**src/rtl/core/csu_pkg.sv**
```systemverilog
`default_nettype none

package csu_pkg;

    localparam int NUM_SEMS  = 4;
    localparam int NUM_PROCS = 16;

    localparam int SEM_W   = 2;
    localparam int PROC_W  = 4;
    localparam int CFG_W   = 4;
    localparam int COUNT_W = 6;
    localparam int SLOT_W  = $clog2(NUM_PROCS);
    localparam int LEN_W   = SLOT_W + 1;
    localparam int ADDR_W  = SEM_W + SLOT_W;
    localparam int QDEPTH  = 2 ** ADDR_W;

    localparam logic signed [COUNT_W-1:0] COUNT_MAX   = 6'sd31;
    localparam logic signed [COUNT_W-1:0] COUNT_MIN   = -6'sd16;
    localparam logic signed [COUNT_W-1:0] COUNT_RESET = 6'sd1;

    typedef enum logic [0:0] {
        KIND_WAIT   = 1'b0,
        KIND_SIGNAL = 1'b1
    } kind_t;

    typedef enum logic [1:0] {
        ST_PROCEED = 2'd0,
        ST_BLOCKED = 2'd1,
        ST_ERROR   = 2'd2
    } status_t;

endpackage

`default_nettype wire

```
**src/rtl/core/csu_ram.sv**
```systemverilog
`default_nettype none

module csu_ram #(
    parameter int WIDTH = 4,
    parameter int DEPTH = 64
) (
    input  wire logic                     aclk,
    input  wire logic                     we,
    input  wire logic [$clog2(DEPTH)-1:0] waddr,
    input  wire logic [WIDTH-1:0]         wdata,
    input  wire logic                     re,
    input  wire logic [$clog2(DEPTH)-1:0] raddr,
    output logic      [WIDTH-1:0]         rdata
);

    logic [WIDTH-1:0] mem [DEPTH];

    always_ff @(posedge aclk) begin
        if (we) begin
            mem[waddr] <= wdata;
        end
        if (re) begin
            rdata <= mem[raddr];
        end
    end

endmodule

`default_nettype wire

```
**src/rtl/core/counting_semaphore_unit.sv**
```systemverilog
`default_nettype none

// Bank of NUM_SEMS counting semaphores, each with a FIFO of waiting process
// numbers held in one shared queue RAM (one row of NUM_PROCS slots per
// semaphore). Every input beat gives exactly one result beat: wait lowers the
// count and queues the caller once the count goes negative; signal raises it
// and pops the oldest waiter while the count stays at or below zero. Each
// operation is one read-modify-write of the count, head and length registers
// plus at most one queue RAM access, so the block takes one beat per cycle while the result
// is not stalled and shows it in the cycle after acceptance; the woken process number comes
// straight from the RAM's registered read port. Config writes reload a
// semaphore's count and empty its queue; issue them only while the block is
// idle. There is no clearing pass: queue slots are only read after written.

module counting_semaphore_unit
    import csu_pkg::*;
(
    input  wire logic                      aclk,
    input  wire logic                      aresetn,

    input  wire logic                      cfg_valid,
    output logic                           cfg_ready,
    input  wire logic [SEM_W-1:0]          cfg_index,
    input  wire logic [CFG_W-1:0]          cfg_data,

    input  wire logic                      s_valid,
    output logic                           s_ready,
    input  wire logic                      s_kind,
    input  wire logic [SEM_W-1:0]          s_sem_index,
    input  wire logic [PROC_W-1:0]         s_proc_id,

    output logic                           m_valid,
    input  wire logic                      m_ready,
    output logic [1:0]                     m_status,
    output logic                           m_woke_valid,
    output logic [PROC_W-1:0]              m_woke_proc,
    output logic signed [COUNT_W-1:0]      m_count_after
);

    logic signed [COUNT_W-1:0] sem_count_reg  [NUM_SEMS];
    logic signed [COUNT_W-1:0] sem_count_next [NUM_SEMS];
    logic [SLOT_W-1:0]         head_reg       [NUM_SEMS];
    logic [SLOT_W-1:0]         head_next      [NUM_SEMS];
    logic [LEN_W-1:0]          len_reg        [NUM_SEMS];
    logic [LEN_W-1:0]          len_next       [NUM_SEMS];

    logic                      m_valid_reg;
    status_t                   status_reg;
    logic                      woke_valid_reg;
    logic signed [COUNT_W-1:0] count_out_reg;

    status_t                   res_status;
    logic                      res_woke;
    logic signed [COUNT_W-1:0] res_count;

    logic                      s_fire;
    logic                      in_range;
    logic signed [COUNT_W-1:0] cur_cnt;
    logic [SLOT_W-1:0]         cur_head;
    logic [LEN_W-1:0]          cur_len;
    logic [LEN_W-1:0]          tail_sum;
    logic [SLOT_W-1:0]         tail;
    logic [SLOT_W-1:0]         head_inc;

    logic                      q_we;
    logic                      q_re;
    logic [ADDR_W-1:0]         q_waddr;
    logic [ADDR_W-1:0]         q_raddr;
    logic [PROC_W-1:0]         q_rdata;

    assign cfg_ready = 1'b1;
    assign s_ready   = !m_valid_reg || m_ready;
    assign s_fire    = s_valid && s_ready;

    assign in_range = 32'(s_sem_index) < NUM_SEMS;
    assign cur_cnt  = sem_count_reg[s_sem_index];
    assign cur_head = head_reg[s_sem_index];
    assign cur_len  = len_reg[s_sem_index];

    // ring position of the tail and the slot after the head
    assign tail_sum = {1'b0, cur_head} + cur_len;
    assign tail     = (tail_sum >= LEN_W'(NUM_PROCS)) ?
                      SLOT_W'(tail_sum - LEN_W'(NUM_PROCS)) : tail_sum[SLOT_W-1:0];
    assign head_inc = (cur_head == SLOT_W'(NUM_PROCS - 1)) ? '0 : cur_head + 1'b1;

    assign q_waddr = {s_sem_index, tail};
    assign q_raddr = {s_sem_index, cur_head};

    always_comb begin
        sem_count_next = sem_count_reg;
        head_next      = head_reg;
        len_next       = len_reg;
        res_status     = ST_PROCEED;
        res_woke       = 1'b0;
        res_count      = cur_cnt;
        q_we           = 1'b0;
        q_re           = 1'b0;

        if (s_fire) begin
            if (!in_range) begin
                res_status = ST_ERROR;
                res_count  = '0;
            end else begin
                unique case (kind_t'(s_kind))
                    KIND_WAIT: begin
                        if (cur_cnt > 0) begin
                            res_count = cur_cnt - 2'sd1;
                        end else if (cur_len >= LEN_W'(NUM_PROCS) || cur_cnt <= COUNT_MIN) begin
                            res_status = ST_ERROR;
                        end else begin
                            q_we       = 1'b1;
                            res_status = ST_BLOCKED;
                            res_count  = cur_cnt - 2'sd1;
                            len_next[s_sem_index] = cur_len + 1'b1;
                        end
                    end
                    KIND_SIGNAL: begin
                        if (cur_cnt >= COUNT_MAX) begin
                            res_status = ST_ERROR;
                        end else begin
                            res_count = cur_cnt + 2'sd1;
                            // pop the oldest waiter while the count stays non-positive
                            if (res_count <= 0 && cur_len != '0) begin
                                q_re     = 1'b1;
                                res_woke = 1'b1;
                                head_next[s_sem_index] = head_inc;
                                len_next[s_sem_index]  = cur_len - 1'b1;
                            end
                        end
                    end
                endcase
                sem_count_next[s_sem_index] = res_count;
            end
        end

        if (cfg_valid && 32'(cfg_index) < NUM_SEMS) begin
            sem_count_next[cfg_index] = COUNT_W'({1'b0, cfg_data});
            head_next[cfg_index]      = '0;
            len_next[cfg_index]       = '0;
        end
    end

    always_ff @(posedge aclk) begin
        if (!aresetn) begin
            m_valid_reg <= 1'b0;
            for (int i = 0; i < NUM_SEMS; i++) begin
                sem_count_reg[i] <= COUNT_RESET;
                head_reg[i]      <= '0;
                len_reg[i]       <= '0;
            end
        end else begin
            sem_count_reg <= sem_count_next;
            head_reg      <= head_next;
            len_reg       <= len_next;
            if (s_fire) begin
                m_valid_reg <= 1'b1;
            end else if (m_ready) begin
                m_valid_reg <= 1'b0;
            end
        end
    end

    // result payload: load on every accepted beat, hold otherwise
    always_ff @(posedge aclk) begin
        if (s_fire) begin
            status_reg     <= res_status;
            woke_valid_reg <= res_woke;
            count_out_reg  <= res_count;
        end
    end

    csu_ram #(
        .WIDTH (PROC_W),
        .DEPTH (QDEPTH)
    ) u_queue (
        .aclk  (aclk),
        .we    (q_we),
        .waddr (q_waddr),
        .wdata (s_proc_id),
        .re    (q_re),
        .raddr (q_raddr),
        .rdata (q_rdata)
    );

    assign m_valid       = m_valid_reg;
    assign m_status      = status_reg;
    assign m_woke_valid  = woke_valid_reg;
    assign m_woke_proc   = woke_valid_reg ? q_rdata : '0;
    assign m_count_after = count_out_reg;

endmodule

`default_nettype wire

```
**config.mk**
```make
export PLATFORM = sky130hd
export DESIGN_NAME = counting_semaphore_unit
export DESIGN_NICKNAME = d
export VERILOG_FILES = /design/src/rtl/core/csu_pkg.sv /design/src/rtl/core/csu_ram.sv /design/src/rtl/core/counting_semaphore_unit.sv
export SDC_FILE = /design/constraint.sdc
export NUM_CORES = 1
export LEC_CHECK = 0
export ABC_AREA = 0
export BUFFER_PORTS_ARGS = -buffer_cell sky130_fd_sc_hd__buf_4
export CORE_UTILIZATION = 56
export DETAILED_ROUTE_END_ITERATION = 10
export MAX_ROUTING_LAYER = met4
export PLACE_DENSITY_LB_ADDON = 0.25
export SLEW_MARGIN = 20
export SYNTH_ARGS = -nofsm -noshare
export SYNTH_HDL_FRONTEND = slang
export SYNTH_SLANG_ARGS = --single-unit
```
**constraint.sdc**
```tcl
create_clock -name aclk -period 4.3 [get_ports aclk]
set_input_delay 0.86 -clock aclk [delete_from_list [all_inputs] [get_ports aclk]]
set_output_delay 0.86 -clock aclk [all_outputs]
set_load 0.05 [all_outputs]
```
* Word-level counts from Yosys, hierarchy flattened
Memories as Yosys holds them, arrays and structs flattened. A register that Yosys moved wholly into a read port is not among the register bits.
Index checks and enable logic that the tools add are counted.
** Word-level totals
- Word-level logic and storage cells :: 115
- Output and inout port bits :: 16
- Memories kept :: 1
- Input bits :: 18
- Bits in writable memories :: 256
- Bits in registers :: 70
** Operators by class
- Multiplexer cells :: 64
- $add $sub $neg :: 7
- Bitwise logic cells :: 7
- Reductions and logical operators :: 9
- Equal/unequal tests :: 1
- Magnitude comparators :: 10
** Memory list
- u_queue.mem :: words 64, bits a word 4, read ports 1, clocked after memory_dff 1, write ports 1, line csu_ram.sv:16 : logic [WIDTH-1:0] mem [DEPTH];
** Operators by type and width (count)
- two-way mux 20 bit :: 6
- two-way mux 16 bit :: 5
- bitwise mux 24 bit :: 2
- two-way mux 24 bit :: 2
- two-way mux 6 bit :: 8
- bitwise mux 20 bit :: 2
- case mux 20 bit (2 select lines) :: 1
- two-way mux 4 bit :: 7
- demux 6 bit (select 2 bit) :: 2
- bitwise AND 20 bit :: 1
- demux 5 bit (select 2 bit) :: 2
- two-way mux 5 bit :: 4
- inverter 20 bit :: 1
- bitwise AND 16 bit :: 1
- bitwise mux 16 bit :: 1
- demux 4 bit (select 2 bit) :: 2
- inverter 16 bit :: 1
- binary-select mux 6 bit (select 2 bit) :: 1
- two-way mux 1 bit :: 12
- case mux 6 bit (2 select lines) :: 1
- binary-select mux 5 bit (select 2 bit) :: 1
- greater-or-equal comparator 5 bit (second input constant) :: 2
- binary-select mux 4 bit (select 2 bit) :: 1
- adder 6 x 2 -> 6 bit (second input constant) :: 1
- 22 further kinds :: 31

* Longest topological paths before layout
Gate-level depths: netlist of run 1.
- Depth after elaboration :: 14
- Depth in mapped cells :: 13
- Mapped depth without buffers :: 10

* Cells and area by module
A second synthesis of run 1 with hierarchy kept.
** Second synthesis, totals
- Cells, all modules :: 994
- Area total of the unflattened synthesis :: 14742.9 um^2
** By module, submodules not included
- csu_ram :: sequential area each 7807.5 um^2, times used 1, area each 10447.5 um^2, cells an instance 521
- counting_semaphore_unit :: sequential area each 1491.4 um^2, times used 1, area each 4295.4 um^2, cells an instance 473

* Worst setup path after synthesis of run 1
OpenSTA, ideal clock, no wires.
- Path type :: input-to-reg
- Start :: in s_sem_index[0]
- End :: mem u_queue.mem[37][0] (enable)
- Setup time :: 0.330 ns
- Path slack :: 0.261 ns
- Arrival :: 3.708 ns
- Path buffers :: 5
- Data required time :: 3.970 ns
- Stages on the path :: 13
- Cells stage by stage :: buf_6 -> buf_12 -> mux4_2 -> buf_6 -> clkbuf_1 -> clkbuf_1 -> ha_1 -> a21o_1 -> a21oi_1 -> xnor2_1 -> xnor2_1 -> nand2_1 -> nor2_1
** On the way
- Cells in the longest elaborated chain, start to end :: 12
- Elaborated cells between the ends (all ways) :: 24
- Classes of those cells :: 2 x add/sub; 4 x order compare; 16 x mux; 1 x bitwise; 1 x reduce/logical
** RTL lines
- from (decl) :: line counting_semaphore_unit.sv:29 : input wire logic [SEM_W-1:0] s_sem_index,
- inverter 2 -> 3 bit (implied by the code) :: line counting_semaphore_unit.sv:76, counting_semaphore_unit.sv:77, counting_semaphore_unit.sv:78
- binary-select mux 6 bit (select 2 bit) or binary-select mux 5 bit (select 2 bit) (tied branches) :: line counting_semaphore_unit.sv:76, counting_semaphore_unit.sv:78
- two-way mux 6 bit (implied by the code) or two-way mux 5 bit (tied branches) (2 in series) :: line counting_semaphore_unit.sv:76, counting_semaphore_unit.sv:78
- <= comparator 6 x 5 -> 1 bit or greater-or-equal comparator 5 bit (tied branches) :: line counting_semaphore_unit.sv:108 : end else if (cur_len >= LEN_W'(NUM_PROCS) || cur_cnt <= COUNT_MIN) begin
- logical OR 1 bit :: line counting_semaphore_unit.sv:108
- two-way mux 1 bit :: line counting_semaphore_unit.sv:108
- two-way mux 1 bit :: line counting_semaphore_unit.sv:106 : if (cur_cnt > 0) begin
- two-way mux 1 bit :: line counting_semaphore_unit.sv:104 : unique case (kind_t'(s_kind))
- two-way mux 1 bit :: line counting_semaphore_unit.sv:99 : if (s_fire) begin
- two-way mux 1 bit :: line csu_ram.sv:19 : if (we) begin
- two-way mux 1 bit (implied by the code) :: line csu_ram.sv:20 : mem[waddr] <= wdata;
- to (decl) :: line csu_ram.sv:16
Several ways; a longest one is shown, not always the timed one. The select of a mux whose other input is x is not followed.

* Worst setup path in the final report of run 1
- Start :: in s_sem_index[0]
- End :: mem u_queue.mem[0][0] (enable)
The elaborated chain is that of the path after synthesis.

==> results of run 1 <==
-- kinds of logic (layout without fill, tap and decap cells) --
group                      Yosys count  in the layout  share of synthesized area, %
other                                1              1                        0.0260
muxes                               95             95                          13.7
and+or+nand+nor                    294            294                          9.12
AOI/OAI and AO/OA                  176            176                          8.11
xor gates and xnor gates            15             15                         0.911
adders and majority gates           11             11                          1.01
buffers and inverters               76            172                          2.71
DFF                                330            330                          64.5
-- placed cells by master, fill, tap and decap left out, drive strengths merged, types with 11 or more instances in the layout --
master | Yosys | layout
mux2i | 14 | 14
nand2 | 79 | 79
clkbuf | 31 | 46
clkinv | 1 | 12
a21oi | 39 | 39
edfxtp | 269 | 269
dfxtp | 61 | 61
o21ai | 45 | 45
a211oi | 12 | 12
nor2 | 120 | 120
buf | 24 | 89
inv | 20 | 21
a22oi | 19 | 19
a31oi | 11 | 11
nand3 | 25 | 25
nor3 | 15 | 15
mux4 | 77 | 77
-- power by group through the flow --
stage                     Clock, uW  Sequential, uW  Combinational (uW)
final                          2960            3490                 355
after global routing           3120            3490                 386
after CTS                      3000            3490                 353
after detailed placement          0            3560                 351
after global placement            0            3560                 347
after floorplan                   0            3580                 193
-- metrics by stage --
stage          TNS, ps  hold WS, ps  instance area, sq um  total power [uW]  instances
6_report             0          465                 16300              6810       1424
4_1_cts              0          467                 16300              6850       1424
5_1_grt              0          488                 16300              7000       1424
3_5_place_dp     -8170          456                 15200              3910       1362
2_1_floorplan        0          433                 14400              3780        998
3_3_place_gp      -707          450                 15200              3910       1362
-- area by class of cell --
type                            instances  area [sq um]  share of cell area [%]
Sequential cell                       330          9300                    56.9
Clock inverter                         16           199                    1.22
Multi-Input combinational cell        592          4740                    29.0
Tap cell                              330           413                    2.53
Inverter                               21          78.8                   0.483
Timing Repair Buffer                   89           681                    4.17
Clock buffer                           46           927                    5.68
-- layer usage --
metal  global-route usage, %  share of wire (%)  up-vias  wire length [um]
li1                        -                  -     4034                 -
met1                    37.7                 42     4454             13900
met2                    41.3                 47      421             15700
met3                    3.92                7.8       83              2600
met4                    10.3                3.3        0              1100
met5                       -                  0        -                 0
-- critical path: stages --
cell and delay, ps:
buf_4 260, buf_4 250, mux4_1 670, ha_1 250
a21o_1 150, a21oi_1 170, xnor2_1 130, xnor2_1 550
nand2_1 380, nor2_1 430
-- final timing paths --
kind / startpoint / to / slack (ps) / depth (start not counted)
worst min-delay path: head_reg[13]$_SDFF_PN0_ / head_reg[13]$_SDFF_PN0_ / 460 / 2
worst max register to register: head_reg[0]$_SDFF_PN0_ / u_queue.mem[0][0]$_DFFE_PP_ / 920 / 8
worst max-delay path: s_sem_index[0] / u_queue.mem[0][0]$_DFFE_PP_ / 370 / 10
worst min register to register: head_reg[13]$_SDFF_PN0_ / head_reg[13]$_SDFF_PN0_ / 460 / 2
==> impl_metrics.env, run 1 <==
export IMPL_status="complete, no violations"
export IMPL_worst_ep_required_time_ps=4490
export IMPL_ys_seq_area_share_pct=64.5
export IMPL_avgRoutedWirePerCell_um=23.4
export IMPL_vias=8992
export IMPL_numPortBuffers=32
export IMPL_power_share_clock_pct=43.5
export IMPL_setup_viol=0
export IMPL_die_w_um=163
export IMPL_via_per_inst=6.31
export IMPL_p_leak_uw=0.00542
export IMPL_cts_setup_buffers=0
export IMPL_cap_violations=0
export IMPL_synth_avg_cell_area_sq_um=14.5
export IMPL_min_period_ps=3930
export IMPL_pre_cts_ws_ps=-116
export IMPL_cts_sink_count=330
export IMPL_async_flop_share_pct=0
export IMPL_fillers=1823
export IMPL_yosysWarnings=0
export IMPL_grt_max_degree=65
export IMPL_rsz0062_at_grt="no"
export IMPL_synthCells=998
export IMPL_finalMaxSlewViolations=0
export IMPL_synth_seq_cells=330
export IMPL_dp_hpwl_um=21700
export IMPL_endpoint_kind="register"
export IMPL_comb_power_share_pct=5.2
export IMPL_grt_pass1_wl_um=51500
export IMPL_fmax_mhz=255
export IMPL_worstPathArrival_ps=4110
export IMPL_setup_slack_ps=372
export IMPL_ioPinCount=34
export IMPL_fp_dieH_um=163
export IMPL_synth_cell_types=68
export IMPL_cts_tree="done"
export IMPL_p_int_uw=5350
export IMPL_nets=1097
export IMPL_synth_common_cells="269 x edfxtp_1, 119 x nor2_1, 79 x nand2_1, 63 x mux4_2, 61 x dfxtp_1"
export IMPL_slew_headroom_pct=20.7
export IMPL_yosys_area_top_type_share_pct=56.0
export IMPL_fp_coreArea_sq_mm=0.0253
export IMPL_utilization_pct=64.7
export IMPL_min_period_over_period_pct=91.4
export IMPL_drc=0
export IMPL_holdBufCountCts=0
export IMPL_die_area_sq_mm=0.0264
export IMPL_grt_pass1_vias=8737
export IMPL_wl_um=33300
export IMPL_cp_max_fo=19
export IMPL_hold_violations=0
export IMPL_syn_area_sq_mm=0.0144
export IMPL_dr_pass1_iters=5
export IMPL_clockRootBuffer="clkbuf_16"
export IMPL_ir_drop_uv=389
export IMPL_ant_nets=0
export IMPL_setup_worst_path_start_class="primary input"
export IMPL_cts_buffers=34
export IMPL_gp_congestion=0.913
export IMPL_powerDensity_mw_per_mm2=417
export IMPL_p_switching_uw=1460
export IMPL_overflow=0
export IMPL_antenna_found_initial=0
export IMPL_fin_skew_ps=19.9
export IMPL_tightest_slew_ps=1180
export IMPL_grt_usage_pct=27.2
export IMPL_drive_gt1_share_pct=19.5
export IMPL_swShare_pct=21.5
export IMPL_synth_nets=1027
export IMPL_largest_register_ffs=256
export IMPL_synth_flop_cell="edfxtp_1"
export IMPL_synth_most_common_cell="edfxtp_1"
export IMPL_synth_top_area_cell="edfxtp_1"
export IMPL_initial_utilization_pct=57.1
export IMPL_num_rows=58
export IMPL_path_clk_slew_ps=60
export IMPL_p_seq_share_pct=51.3
export IMPL_cts_buffer_depth=3
export IMPL_cts_max_level=2
export IMPL_drt_first_iter_violations=894
export IMPL_synthTopCellsByArea="edfxtp_1 56%, mux4_2 9.8%, dfxtp_1 8.5%"
export IMPL_post_cts_resized=0
export IMPL_synth_edf_count=269
export IMPL_antenna_cells=0
export IMPL_areaGrowthSynthToFinish_pct=13.2
export IMPL_holdCritPathClass="register to register"
export IMPL_worstSetupPathType="primary input to register"
export IMPL_clk_latency_ps=530
No activity file was read; power rests on OpenSTA's default activity.
==> run 2: changes to the inputs <==
==> constraint.sdc (replaced) <==
create_clock -name aclk -period 4.3 [get_ports aclk]
set_input_delay 0.43 -clock aclk [delete_from_list [all_inputs] [get_ports aclk]]
set_output_delay 0.43 -clock aclk [all_outputs]
set_load 0.05 [all_outputs]
==> impl_metrics.env, run 2 (synthesis results as in run 1) <==
export IMPL_finalMaxSlewViolations=0
export IMPL_gp_congestion=0.916
export IMPL_grt_max_degree=65
export IMPL_endpoint_kind="register"
export IMPL_overflow=0
export IMPL_cp_slowest_stage_delay_ps=530
export IMPL_cts_sink_count=330
export IMPL_setup_worst_path_start_class="register"
export IMPL_mostFrequentLayoutCells="269 x edfxtp_1, 119 x nor2_1, 79 x nand2_1"
export IMPL_layout_commonest_cell="edfxtp_1"
export IMPL_clk_latency_ps=510
export IMPL_setup_viol=0
export IMPL_rsz0062_at_grt="no"
export IMPL_worstSetupPathType="register to register"
export IMPL_dr_pass1_iters=5
export IMPL_fmax_mhz=263
export IMPL_p_leak_uw=0.00526
export IMPL_clockRootBuffer="clkbuf_16"
export IMPL_drc=0
export IMPL_cts_setup_buffers=0
export IMPL_numPortBuffers=32
export IMPL_drt_first_iter_violations=995
export IMPL_grt_pass1_vias=8681
export IMPL_p_seq_share_pct=51.7
export IMPL_num_rows=58
export IMPL_powerDensity_mw_per_mm2=420
export IMPL_die_w_um=163
export IMPL_fin_setup_tns_ps=0
export IMPL_antenna_cells=0
export IMPL_fp_dieH_um=163
export IMPL_min_period_over_period_pct=88.3
export IMPL_cp_max_fo=8
export IMPL_r2r_slack_ps=500
export IMPL_via_per_inst=6.50
export IMPL_fp_coreArea_sq_mm=0.0253
export IMPL_ant_nets=0
export IMPL_fin_skew_ps=11.8
export IMPL_tightest_slew_ps=863
export IMPL_ir_drop_uv=381
export IMPL_comb_power_share_pct=5.2
export IMPL_crit_chain="mux4_2 -> inv_1 -> ha_1 -> nor3b_1 -> mux2i_1 -> nand2_1 -> nor3_1 -> nand2_1 -> nor2_1"
export IMPL_largest_register_ffs=256
export IMPL_avgRoutedWirePerCell_um=24.1
export IMPL_cts_buffer_depth=3
export IMPL_path_clk_slew_ps=60
export IMPL_grt_usage_pct=27.1
export IMPL_min_from="s_valid"
export IMPL_r2r_end="u_queue.mem[30][3]$_DFFE_PP_"
export IMPL_holdCritPathClass="primary input to register"
export IMPL_cp_num_buf_inv=1
export IMPL_dp_hpwl_um=22200
export IMPL_min_period_ps=3800
export IMPL_slew_headroom_pct=42.1
export IMPL_initial_utilization_pct=57.1
export IMPL_p_switching_uw=1450
export IMPL_hold_violations=0
export IMPL_power_share_clock_pct=43.1
export IMPL_grt_pass1_wl_um=51400
export IMPL_die_area_sq_mm=0.0264
export IMPL_p_int_uw=5300
export IMPL_hold_slack_ps=192
export IMPL_cpMostUsedCell="nand2_1"
export IMPL_antenna_found_initial=1
export IMPL_cap_violations=0
export IMPL_drive_gt1_share_pct=17.7
export IMPL_cts_max_level=2
export IMPL_crit_family="simple AND/OR/NAND/NOR gates"
export IMPL_post_cts_resized=0
export IMPL_cts_tree="done"
export IMPL_slowest_stage="mux4_2"
export IMPL_cts_buffers=34
export IMPL_areaGrowthSynthToFinish_pct=11.5
export IMPL_vias=9041
export IMPL_min_to="m_valid$_SDFFE_PN0P_"
export IMPL_r2r_cells=9
export IMPL_status="complete, no violations"
export IMPL_wl_um=33500
export IMPL_worst_ep_required_time_ps=4470
export IMPL_worstPathArrival_ps=3970
export IMPL_swShare_pct=21.5
export IMPL_hold_path_depth=3
export IMPL_ioPinCount=34
export IMPL_holdBufCountCts=0
export IMPL_nets=1068
export IMPL_reg2reg_from="sem_count_reg[1]$_SDFF_PN0_"
run 2: power groups by stage:
stage	sequential, uW	clock, uW	combinational (uW)
2_1_floorplan	3580	0	193
3_3_place_gp	3560	0	340
3_5_place_dp	3560	0	345
4_1_cts	3490	2940	346
5_1_grt	3490	3080	376
6_report	3490	2910	350
run 2: how the worst max path moves through the flow:
| stage | slack (ps) | from | end | cells past startpoint |
|---|---|---|---|---|
| 6_report | 500 | sem_count_reg[1]$_SDFF_PN0_ | u_queue.mem[30][3]$_DFFE_PP_ | 9 |
| 5_1_grt | 280 | sem_count_reg[1]$_SDFF_PN0_ | u_queue.mem[30][1]$_DFFE_PP_ | 9 |
| 4_1_cts | 620 | sem_count_reg[1]$_SDFF_PN0_ | u_queue.mem[30][3]$_DFFE_PP_ | 9 |
| 3_5_place_dp | 210 | s_sem_index[0] | u_queue.mem[30][0]$_DFFE_PP_ | 10 |
| 3_3_place_gp | 330 | s_sem_index[0] | u_queue.mem[30][3]$_DFFE_PP_ | 10 |
| 2_1_floorplan | 690 | s_sem_index[0] | u_queue.mem[37][0]$_DFFE_PP_ | 13 |
run 2: per-layer routing:
layer	up-vias	GRT usage, %	wire, um
li1	3982	-	-
met1	4532	37.0	13800
met2	451	41.4	15900
met3	76	5.02	2850
met4	0	8.96	849
met5	-	-	0
run 2: area by class of cell:
cell class	count	area, sq um
Clock buffer	41	930
Inverter	21	78.8
Timing Repair Buffer	60	463
Multi-Input combinational cell	592	4740
Tap cell	330	413
Sequential cell	330	9300
Clock inverter	17	166
Fill cell	1834	9170
run 2: stage by stage:
stage / worst slack (ps) / utilization [%] / instance area, sq um / power, uW / std cells
after floorplan: 691 / - / 14400 / 3780 / 998
after global placement: 326 / 59.4 / 15000 / 3900 / 1333
after detailed placement: 208 / 59.4 / 15000 / 3910 / 1333
after CTS: 623 / 63.7 / 16100 / 6770 / 1391
after global routing: 276 / 63.7 / 16100 / 6950 / 1391
final: 502 / 63.7 / 16100 / 6750 / 1391
run 2: tightest hold or removal path, cell delays in order:
cell	delay (ps)
buf_4	110
inv_1	40
a21boi_0	70
